===== src/design/dahdsr_envelope_bank_core_defines.svh =====
// assertion macros used by the envelope bank controller
`ifndef DAHDSR_ENVELOPE_BANK_CORE_DEFINES_SVH
`define DAHDSR_ENVELOPE_BANK_CORE_DEFINES_SVH

// same-cycle implication, disabled while in reset
`define DAHDSR_ASSERT_NOW(name, ck, rn, ante, cons) \
	name: assert property (@(posedge ck) disable iff (!(rn)) (ante) |-> (cons)) \
		else $error("dahdsr: same-cycle check failed");

// next-cycle implication, disabled while in reset
`define DAHDSR_ASSERT_NEXT(name, ck, rn, ante, cons) \
	name: assert property (@(posedge ck) disable iff (!(rn)) (ante) |=> (cons)) \
		else $error("dahdsr: next-cycle check failed");

`endif


===== src/design/dahdsr_pkg.sv =====
// shared types, codes and constants of the envelope bank
package dahdsr_pkg;

	// level format
	localparam int LEVEL_FRAC_BITS = 24;
	localparam int LW = LEVEL_FRAC_BITS + 1;
	localparam int UNITY_INT = 1 << LEVEL_FRAC_BITS;
	localparam logic [LW-1:0] UNITY = {1'b1, {LEVEL_FRAC_BITS{1'b0}}};
	// exponential release ends at or below 1e-5 of full level
	localparam logic [LW-1:0] REL_FLOOR = LW'(UNITY_INT / 100000);

	// parameter defaults
	localparam int VOICES_DEF = 256;
	localparam int FRAME_BITS_DEF = 20;

	// commands
	localparam logic [1:0] CMD_START   = 2'd0;
	localparam logic [1:0] CMD_RELEASE = 2'd1;
	localparam logic [1:0] CMD_TICK    = 2'd2;
	localparam logic [1:0] CMD_KILL    = 2'd3;

	// envelope stages
	typedef logic [2:0] stage_t;
	localparam stage_t ST_IDLE    = 3'd0;
	localparam stage_t ST_DELAY   = 3'd1;
	localparam stage_t ST_ATTACK  = 3'd2;
	localparam stage_t ST_HOLD    = 3'd3;
	localparam stage_t ST_DECAY   = 3'd4;
	localparam stage_t ST_SUSTAIN = 3'd5;
	localparam stage_t ST_RELEASE = 3'd6;

	// arithmetic unit operations
	localparam logic [1:0] OP_NONE = 2'd0;
	localparam logic [1:0] OP_DIV  = 2'd1;
	localparam logic [1:0] OP_ROOT = 2'd2;

	typedef struct packed {
		logic [1:0]  command;
		logic [7:0]  voice;
		logic [19:0] delay_frames;
		logic [19:0] attack_frames;
		logic [19:0] hold_frames;
		logic [19:0] decay_frames;
		logic [19:0] release_frames;
		logic [24:0] sustain_level;
		logic        exponential;
	} in_t;

	typedef struct packed {
		logic [7:0]  voice_out;
		logic [24:0] level;
		logic [2:0]  stage;
		logic        retired;
	} out_t;

	// controller to datapath
	typedef struct packed {
		logic clear;
		logic load_in;
		logic latch_rec;
		logic start_op;
		logic commit;
	} ctrl_cmd_t;

	// datapath to controller
	typedef struct packed {
		logic clr_last;
		logic need_op;
		logic busy;
	} ctrl_st_t;

endpackage


===== src/design/dahdsr_ctrl.sv =====
// controller: sequences clearing, read, plan, arithmetic wait and write-back
`include "dahdsr_envelope_bank_core_defines.svh"

module dahdsr_ctrl (
	input  logic                  clk,
	input  logic                  arst_n,
	input  logic                  cmd_valid,
	output logic                  cmd_ready,
	output logic                  res_valid,
	input  logic                  res_ready,
	output dahdsr_pkg::ctrl_cmd_t ctl,
	input  dahdsr_pkg::ctrl_st_t  st
);
	import dahdsr_pkg::*;

	localparam logic [2:0] S_CLR  = 3'd0;
	localparam logic [2:0] S_IDLE = 3'd1;
	localparam logic [2:0] S_READ = 3'd2;
	localparam logic [2:0] S_PLAN = 3'd3;
	localparam logic [2:0] S_WAIT = 3'd4;
	localparam logic [2:0] S_FIN  = 3'd5;

	logic [2:0] state_q, state_d;
	logic       out_valid_q;

	// next state and commands
	always_comb begin
		ctl       = '0;
		state_d   = state_q;
		cmd_ready = 1'b0;
		unique case (state_q)
			S_CLR: begin
				ctl.clear = 1'b1;
				if (st.clr_last) begin
					state_d = S_IDLE;
				end
			end
			S_IDLE: begin
				cmd_ready = 1'b1;
				if (cmd_valid) begin
					ctl.load_in = 1'b1;
					state_d     = S_READ;
				end
			end
			S_READ: begin
				ctl.latch_rec = 1'b1;
				state_d       = S_PLAN;
			end
			S_PLAN: begin
				if (st.need_op) begin
					ctl.start_op = 1'b1;
					state_d      = S_WAIT;
				end else begin
					state_d = S_FIN;
				end
			end
			S_WAIT: begin
				if (!st.busy) begin
					state_d = S_FIN;
				end
			end
			S_FIN: begin
				if (!out_valid_q || res_ready) begin
					ctl.commit = 1'b1;
					state_d    = S_IDLE;
				end
			end
			default: state_d = S_CLR;
		endcase
	end

	// state register
	always_ff @(posedge clk or negedge arst_n) begin
		if (!arst_n) begin
			state_q <= S_CLR;
		end else begin
			state_q <= state_d;
		end
	end

	// result slot occupancy
	always_ff @(posedge clk or negedge arst_n) begin
		if (!arst_n) begin
			out_valid_q <= 1'b0;
		end else if (ctl.commit) begin
			out_valid_q <= 1'b1;
		end else if (res_ready) begin
			out_valid_q <= 1'b0;
		end
	end

	assign res_valid = out_valid_q;

	// checks
	`DAHDSR_ASSERT_NEXT(a_start_busy, clk, arst_n, ctl.start_op, st.busy)
	`DAHDSR_ASSERT_NOW(a_commit_idle_unit, clk, arst_n, ctl.commit, !st.busy)
	`DAHDSR_ASSERT_NOW(a_commit_slot_free, clk, arst_n, ctl.commit, (!out_valid_q || res_ready))

endmodule


===== config.mk =====
export PLATFORM = sky130hd
export DESIGN_NAME = dahdsr_ctrl
export DESIGN_NICKNAME = d
export VERILOG_FILES = /design/src/design/dahdsr_pkg.sv /design/src/design/dahdsr_ctrl.sv
export VERILOG_INCLUDE_DIRS = /design/src /design/src/design
export SDC_FILE = /design/constraint.sdc
export NUM_CORES = 1
export LEC_CHECK = 0
export ABC_AREA = 1
export BUFFER_PORTS_ARGS = -buffer_cell sky130_fd_sc_hd__clkbuf_2
export CORE_AREA = 5 5 42 44
export DETAILED_ROUTE_END_ITERATION = 16
export DIE_AREA = 0 0 47 49
export GPL_TIMING_DRIVEN = 0
export PLACE_DENSITY_LB_ADDON = 0.25
export SLEW_MARGIN = 30
export SYNTH_ARGS = -nofsm -noshare
export SYNTH_HDL_FRONTEND = slang
export SYNTH_SLANG_ARGS = --single-unit

===== constraint.sdc =====
create_clock -name clk -period 1 [get_ports clk]
set_clock_uncertainty 0.05 [all_clocks]
set_input_delay 0.1 -clock clk [delete_from_list [all_inputs] [get_ports clk]]
set_output_delay 0.1 -clock clk [all_outputs]
set_load 0.005 [all_outputs]

==> results of run 1 <==
[cell usage after synthesis]
cell type and count:
nand3_1 8, nand2_1 12, nor2_1 4, buf_6 1, nor2_4 1, o21ai_0 1, nor2_2 3, nand3_2 1
dfrtp_1 4, inv_1 10, inv_2 1, nand2_2 1, a21oi_1 1
[timing repair]
| item | 4_1_cts | 5_1_grt |
|---|---|---|
| pin swaps | 4 | 3 |
| buffers inserted | 3 | 1 |
| cloned | 0 | 0 |
| endpoints found under the setup margin | 9 | 9 |
| hold buffers | 1 | 0 |
| gates resized for setup | 5 | 6 |
| endpoints found under the hold margin | 4 | 0 |
[layer usage]
layer  vias up  GRT usage (%)  wire length, um
li1        185              -                -
met5         -              0                0
met1       160           8.37              313
met4         0           2.76                0
met3         0           5.90               65
met2        10           12.2              371
[where the power goes]
group	internal [uW]	total [uW]	switching [uW]
Sequential	234	326	91.5
Combinational	384	817	433
Clock	134	193	59.3
Total	752	1340	584
[path summary, 6_finish.rpt]
check                      slack [ps]                endpoint  depth (start not counted)                    from
min reg2reg                       530   res_valid$_DFFE_PN0P_                          2   res_valid$_DFFE_PN0P_
max in group asynchronous         580  state_q[1]$_DFFE_PN0P_                          2                  arst_n
min                               140   res_valid$_DFFE_PN0P_                          4               res_ready
max reg2reg                      -200  state_q[2]$_DFFE_PN0P_                          7  state_q[2]$_DFFE_PN0P_
max                              -280                  ctl[0]                          4  state_q[2]$_DFFE_PN0P_
min in group asynchronous         180   res_valid$_DFFE_PN0P_                          2                  arst_n
[final cells by class]
type	count	area, um2
fill	170	921
buffer	1	11.3
timing repair buffer	17	97.6
inverter	11	41.3
clock buffer	3	22.5
sequential	4	103
multi-input combinational	32	185
tap	16	20.0
[logic make-up (layout without fill, tap and decap cells)]
logic type             after synthesis  in the layout  synth area share, %
AOI/OAI and AO/OA                    2              2                 3.24
buffers and inverters               12             32                 17.0
DFF                                  4              4                 32.4
and+or+nand+nor                     30             30                 47.4
[registers in the layout, summed over array words and instances, names as in the netlist]
signal and cells:
res_valid 1, state_q 3
[stage by stage]
| stage | worst slack, ps | utilization, % | cell area, um2 | cells | hold slack (ps) |
|---|---|---|---|---|---|
| 2_1_floorplan | -65.7 | - | 322 | 48 | -246 |
| 3_3_place_gp | -175 | 29.0 | 407 | 77 | -141 |
| 3_5_place_dp | -183 | 29.0 | 407 | 77 | -140 |
| 4_1_cts | -272 | 33.0 | 463 | 83 | 130 |
| 5_1_grt | -356 | 34.3 | 480 | 84 | 163 |
| 6_report | -280 | 34.3 | 480 | 84 | 140 |
[critical path, delay by kind of cell (launching register included)]
family,cells,cell delay (ps)
compound gates,1,120
flops,1,430
simple gates,1,100
buf+inv,2,250
==> run metrics, run 1 <==
ANT nets after route 0; Die Area 2300 um2; detailed-route wire length per cell 8.93 um; CTS sink count 4; layout cells sized above 1 slightly above 50%; slowest stage delay, CP 430 ps; Total Power 1340 uW; Initial Utilization 22.1%; DRT iter0 DRCs 3; crit share post-route 128%; violated checks negative setup slack; nets 77; Chip Height 49 um; Ys Warns 0; top cells by area, synth dfrtp_1 32%, nand2_1 15%, nand3_1 13%, inv_1 12%, nor2_2 6.1%; Clk Latency, worst-skew pair around 230 ps; crit path capture type output port; cell accounting for the most synthesized area dfrtp_1; vias per cell 4.23; Final Max Tran Viols 0; Die W 47 um; Yosys reg bits 4; sequential-to-total area share from yosys stat around 32%; Ant. Diodes 0; critical-path cell list buf_4 > nand3_2 > a21oi_2 > clkbuf_2; Rows 14; largest net degree at the start of global routing 9; crit start category flop; pwr/cell area 2780 nW/um2; Crit Path Class reg2out; Reg clk slew, reported paths ~40 ps; via count 355; post-route minimum period 1280 ps; slew margin rel. 87.9%; 1st-pass router iterations 4; Max FO, Critical Path 6; min-delay worst type in2reg; final setup margin -280 ps; clk root buf clkbuf_4; Max Root-Sink Buffers 2; max-capacitance violation count 0; Crit path required time 850 ps; CP arrival between 1000 and 1500 ps; Total Wirelength 750 um; Num CTS Buffers 3; Avg Inst Size Synth 6.44 um2; Layout area overhead 55.5%; Syn Nets 55; Pleak 0.000284 uW; # IOs 14; number of global-route vias before repair 335; Detailed Place HPWL between 500 and 600 um; Crit-path slowest cell dfrtp_2; setup_tns -1970 ps; gr usage total 8.03%; first-pass GRT wire length 1290 um; setup violators final 9; CTS tree done; worst slew pin tran 181 ps; Syn Inst Count 48; VDD IR max about 1.2 mV; H-tree Lvls 1; IO Port Bufs 13; final hold viol count 0; antenna violations before repair 0; # DRC 0; Synth top area share 32.4%; Mapped Area 309 um2; commonest cells after routing, fill and taps aside 10 x nand2_1, 10 x clkbuf_2, 9 x inv_1; Final Wtd Congestion just under 0.7; post-synthesis cell type count 13; global route overflow 0; RSZ-0062 raised after global routing yes; status finished with violations; Core Region 1400 um2; fmax 781 MHz
(Power assumes the default switching activity.)
==> run 2: changes to the inputs <==
--- a/config.mk
+++ b/config.mk
@@ -12,7 +12,9 @@
 export DETAILED_ROUTE_END_ITERATION = 16
 export DIE_AREA = 0 0 47 49
 export GPL_TIMING_DRIVEN = 0
+export HOLD_SLACK_MARGIN = 0.03
 export PLACE_DENSITY_LB_ADDON = 0.25
+export SETUP_SLACK_MARGIN = 0.4
 export SLEW_MARGIN = 30
 export SYNTH_ARGS = -nofsm -noshare
 export SYNTH_HDL_FRONTEND = slang
==> run metrics, run 2 (synthesis results as in run 1) <==
status finished with violations; violated checks negative setup slack; Hold Path End res_valid$_DFFE_PN0P_; Crit-path slowest cell dfrtp_2; flop-to-flop setup slack -210 ps; number of global-route vias before repair 320; Clk Latency, worst-skew pair 230 ps; # DRC 0; Core Region ~1400 um2; global route overflow 0; CTS sink count 4; largest net degree at the start of global routing 9; slowest stage delay, CP 470 ps; CP arrival 1090 ps; antenna violations before repair 0; nets 80; Ant. Diodes 0; Crit Path Class reg2out; pwr/cell area 2840 nW/um2; DRT iter0 DRCs 2; Pleak 0.000306 uW; Detailed Place HPWL 554 um; Biggest register state_q; CTS tree done; Total Wirelength 789 um; critical-path cell list inv_2 > nand3_4 > a21oi_2 > buf_2; max-capacitance violation count 0; setup violators final 9; end of the worst register-to-register path state_q[2]$_DFFE_PN0P_; post-route minimum period 1240 ps; commonest non-fill, non-tap cell in the layout clkbuf_2; Final Wtd Congestion 0.675; Rows 14; Num CTS Buffers 3; crit share post-route 124%; post-place setup slack -178 ps; Max FO, Critical Path 6; Crit path required time ~850 ps; Final Max Tran Viols 0; layout cells sized above 1 66.2%; setup_tns -1860 ps; finished layout cell area 552 um2; Initial Utilization ~22%; 1st-pass router iterations 3; vias per cell 4.07; worst r2r path cells 7; detailed-route wire length per cell between 9 and 10 um; fmax between 800 and 900 MHz; Die W 47 um; fin cells between 80 and 90; min-delay worst type in2reg; ANT nets after route 0; Chip Height ~49 um; crit path capture type output port; slew margin rel. 87.2%; max reg flops 3; Layout area overhead 78.5%; commonest cells after routing, fill and taps aside 10 x clkbuf_2, 8 x nand2_1, 7 x inv_1; crit start category flop; # IOs 14; VDD IR max 1.00 mV; CP Launch Point state_q[1]$_DFFE_PN0P_; final setup margin -243 ps; Max Root-Sink Buffers 2; Reg area between 100 and 150 um2; gr usage total under 10%; Die Area between 2000 and 2500 um2; FF-to-FF Start state_q[2]$_DFFE_PN0P_; final hold viol count 0; cell count of the worst hold path 4; Multi-input gate area 230 um2; min-delay src res_ready; H-tree Lvls 1; Reg clk slew, reported paths about 40 ps; first-pass GRT wire length 1300 um; worst slew pin tran 192 ps; Placed Cells 77; via count about 350; RSZ-0062 raised after global routing yes; hold slack roughly 120 ps; filler instances 160; Placed Area 407 um2; clk root buf clkbuf_4; IO Port Bufs 13
run 2: changes by cell type in the layout (fill, tap and decap cells not counted):
cell     change
nand3_1      -4
nand3_2      +3
buf_4        +2
inv_1        -2
inv_2        +2
nand2_1      -2
buf_6        +1
nand2_2      +1
nand2_4      +1
nand3_4      +1
nor2_1       -1
nor2_4       +1
o21ai_0      -1
o21ai_1      +1
run 2: worst max-delay path by stage:
stage,slack [ps],depth (start not counted),endpoint
6_report,-240,4,ctl[0]
5_1_grt,-290,4,ctl[0]
4_1_cts,-250,4,ctl[3]
3_5_place_dp,-180,7,state_q[0]$_DFFE_PN0P_
3_3_place_gp,-180,7,state_q[2]$_DFFE_PN0P_
2_1_floorplan,-70,7,state_q[2]$_DFFE_PN0P_
run 2: report_power, final:
part	total, uW	switching [uW]	internal, uW
Clock	201	66.7	134
Sequential	325	91.3	234
Combinational	1040	545	497
Total	1570	703	865
run 2: layout make-up:
class | instances | share of cell area (%)
Timing Repair Buffer | 20 | 22.4
Inverter | 11 | 7.48
Clock buffer | 3 | 4.08
Sequential cell | 4 | 18.6
Buffer | 1 | 2.04
Tap cell | 16 | 3.63
Multi-Input combinational cell | 32 | 41.7
run 2: metrics by stage:
stage | total power (uW) | util [%]
floorplan | 817 | -
global placement | 1010 | 29.0
detailed placement | 1010 | 29.0
CTS | 1380 | 34.8
global route | 1740 | 39.4
finish | 1570 | 39.4
run 2: timing repair:
| item | in CTS | in global routing |
|---|---|---|
| hold buffers | 1 | 0 |
| gates resized for setup | 9 | 15 |
| hold endpoints to repair | 4 | 0 |
| setup buffers | 4 | 2 |
| pin swaps | 3 | 2 |
| setup endpoints to repair | 11 | 11 |
run 2: layer usage:
layer	part of all wire [%]	global-route usage, %	up-vias
met2	56	11.1	6
met3	4.3	2.21	0
met5	0	0	-
li1	-	-	193
met4	0	8.29	0
met1	39	9.07	155
run 2: worst max-delay path, delay by kind of cell, from the launching register on:
family	cells	cell delay, ps
AO/OA/AOI/OAI	1	90
buffers and inverters	2	220
flip-flops	1	470
AND/OR/NAND/NOR	1	70
==> run 3: changes to the inputs <==
==> constraint.sdc (replaced) <==
create_clock -name clk -period 1.35 [get_ports clk]
set_clock_uncertainty 0.05 [all_clocks]
set_input_delay 0.135 -clock clk [delete_from_list [all_inputs] [get_ports clk]]
set_output_delay 0.135 -clock clk [all_outputs]
set_load 0.005 [all_outputs]
==> run metrics, run 3 (synthesis results as in run 1) <==
clk root buf clkbuf_4; number of global-route vias before repair 336; fin cells 84; antenna violations before repair 0; # IOs 14; Initial Utilization 22.1%; Comb power frac 61.2%; CTS sink count 4; DRT iter0 DRCs 3; H-tree Lvls 1; min-delay worst type in2reg; final hold viol count 0; Crit Path Class reg2out; M1 WL 317 um; Biggest register state_q; Max FO, Critical Path 6; ANT nets after route 0; sequential share of power roughly a quarter; RSZ-0062 raised after global routing yes; layout cells sized above 1 51.5%; switching share of power a little over two fifths; setup violators final 0; Pleak 0.000284 uW; Chip Height 49 um; Clk pwr share 14.4%; # DRC 0; worst slew pin tran 181 ps; post-place setup slack 167 ps; slowest stage delay, CP 430 ps; Total Wirelength 751 um; Placed Area 407 um2; met2 wire len 368 um; finished layout cell area 480 um2; Crit-path slowest cell dfrtp_2; Num CTS Buffers 3; max reg flops 3; Core Region 1400 um2; final setup margin 35.3 ps; CTS tree done; DR WL met3 65 um; nets between 70 and 80; Max Root-Sink Buffers 2; Ant. Diodes 0; pwr/cell area 2060 nW/um2; Die Area 2300 um2; Clk Latency, worst-skew pair 230 ps; Detailed Place HPWL 576 um; uppermost layer routed met3; Die W 47 um; Total Power 991 uW; via count roughly 360; 1st-pass router iterations 4; CP arrival 1130 ps; gr usage total under 10%; vias per cell about 4.2; crit path capture type output port; fmax 761 MHz; VDD IR max 0.863 mV; Final Max Tran Viols 0; Rows 14; Reg clk slew, reported paths ~40 ps; slew margin rel. 87.9%; largest net degree at the start of global routing 9; post-route minimum period 1310 ps; critical-path cell list buf_4 > nand3_2 > a21oi_2 > clkbuf_2; detailed-route wire length per cell approximately 8.9 um; Net Sw Power 433 uW; crit share post-route 97.4%; max-capacitance violation count 0; crit start category flop; IO Port Bufs 13; Int Pwr 558 uW; Final Wtd Congestion 0.696; status complete, no violations; Layout area overhead 55.5%; post-route core utilization about a third; first-pass GRT wire length between 1000 and 1500 um; commonest cells after routing, fill and taps aside 10 x nand2_1, 10 x clkbuf_2, 9 x inv_1; Placed Cells 77; global route overflow 0; Crit path required time 1160 ps
-- run 3: cell count changes in the layout (fill, tap and decap cells not counted), moves of 2 or more --
cell,change
buf_4,-2
inv_1,+2
inv_2,-2
nand2_1,+2
nand3_1,+4
nand3_2,-3
-- run 3: stage by stage --
stage          hold WS, ps  TNS [ps]
3_3_place_gp          -106         0
2_1_floorplan         -211         0
6_report               175         0
4_1_cts                165         0
3_5_place_dp          -105         0
5_1_grt                198     -88.2
-- run 3: path summary, 6_finish.rpt --
path	startpoint	endpoint	slack [ps]	cells after the start
worst min register to register	res_valid$_DFFE_PN0P_	res_valid$_DFFE_PN0P_	530	2
min in group asynchronous	arst_n	res_valid$_DFFE_PN0P_	220	2
max in group asynchronous	arst_n	state_q[1]$_DFFE_PN0P_	900	2
worst min-delay path	res_ready	res_valid$_DFFE_PN0P_	170	4
worst max register to register	state_q[2]$_DFFE_PN0P_	state_q[2]$_DFFE_PN0P_	150	7
worst max-delay path	state_q[2]$_DFFE_PN0P_	ctl[0]	40	4
-- run 3: timing repair --
item,4_1_cts,5_1_grt
setup buffers,2,1
pin swaps,3,3
endpoints found under the hold margin,4,0
resized for setup,5,6
setup endpoints to repair,9,10
hold buffers,1,0
-- run 3: area by class of cell --
cell class	count	area, um2
buffer	1	11.3
clock buffer	3	22.5
fill	171	921
inverter	11	41.3
multi-input combinational	32	185
sequential	4	103
tap	16	20.0
timing repair buffer	17	97.6
-- run 3: worst max-delay path: cells and delay by family, from the launching register on --
kind                   cells  cell delay [ps]
and+or+nand+nor            1              100
buffers and inverters      2              250
AOI/OAI and AO/OA          1              120
DFF                        1              430
-- run 3: power by group through the flow --
stage	sequential (uW)	combinational (uW)	clock [uW]
detailed placement	225	527	0
global placement	226	522	0
finish	241	606	143
floorplan	216	385	0
global route	246	692	171
CTS	236	582	152
-- run 3: metal layers --
metal	GRT usage, %	up-vias
li1	-	185
met1	8.37	160
met2	12.2	10
met3	5.90	0
met4	2.76	0
met5	0	-
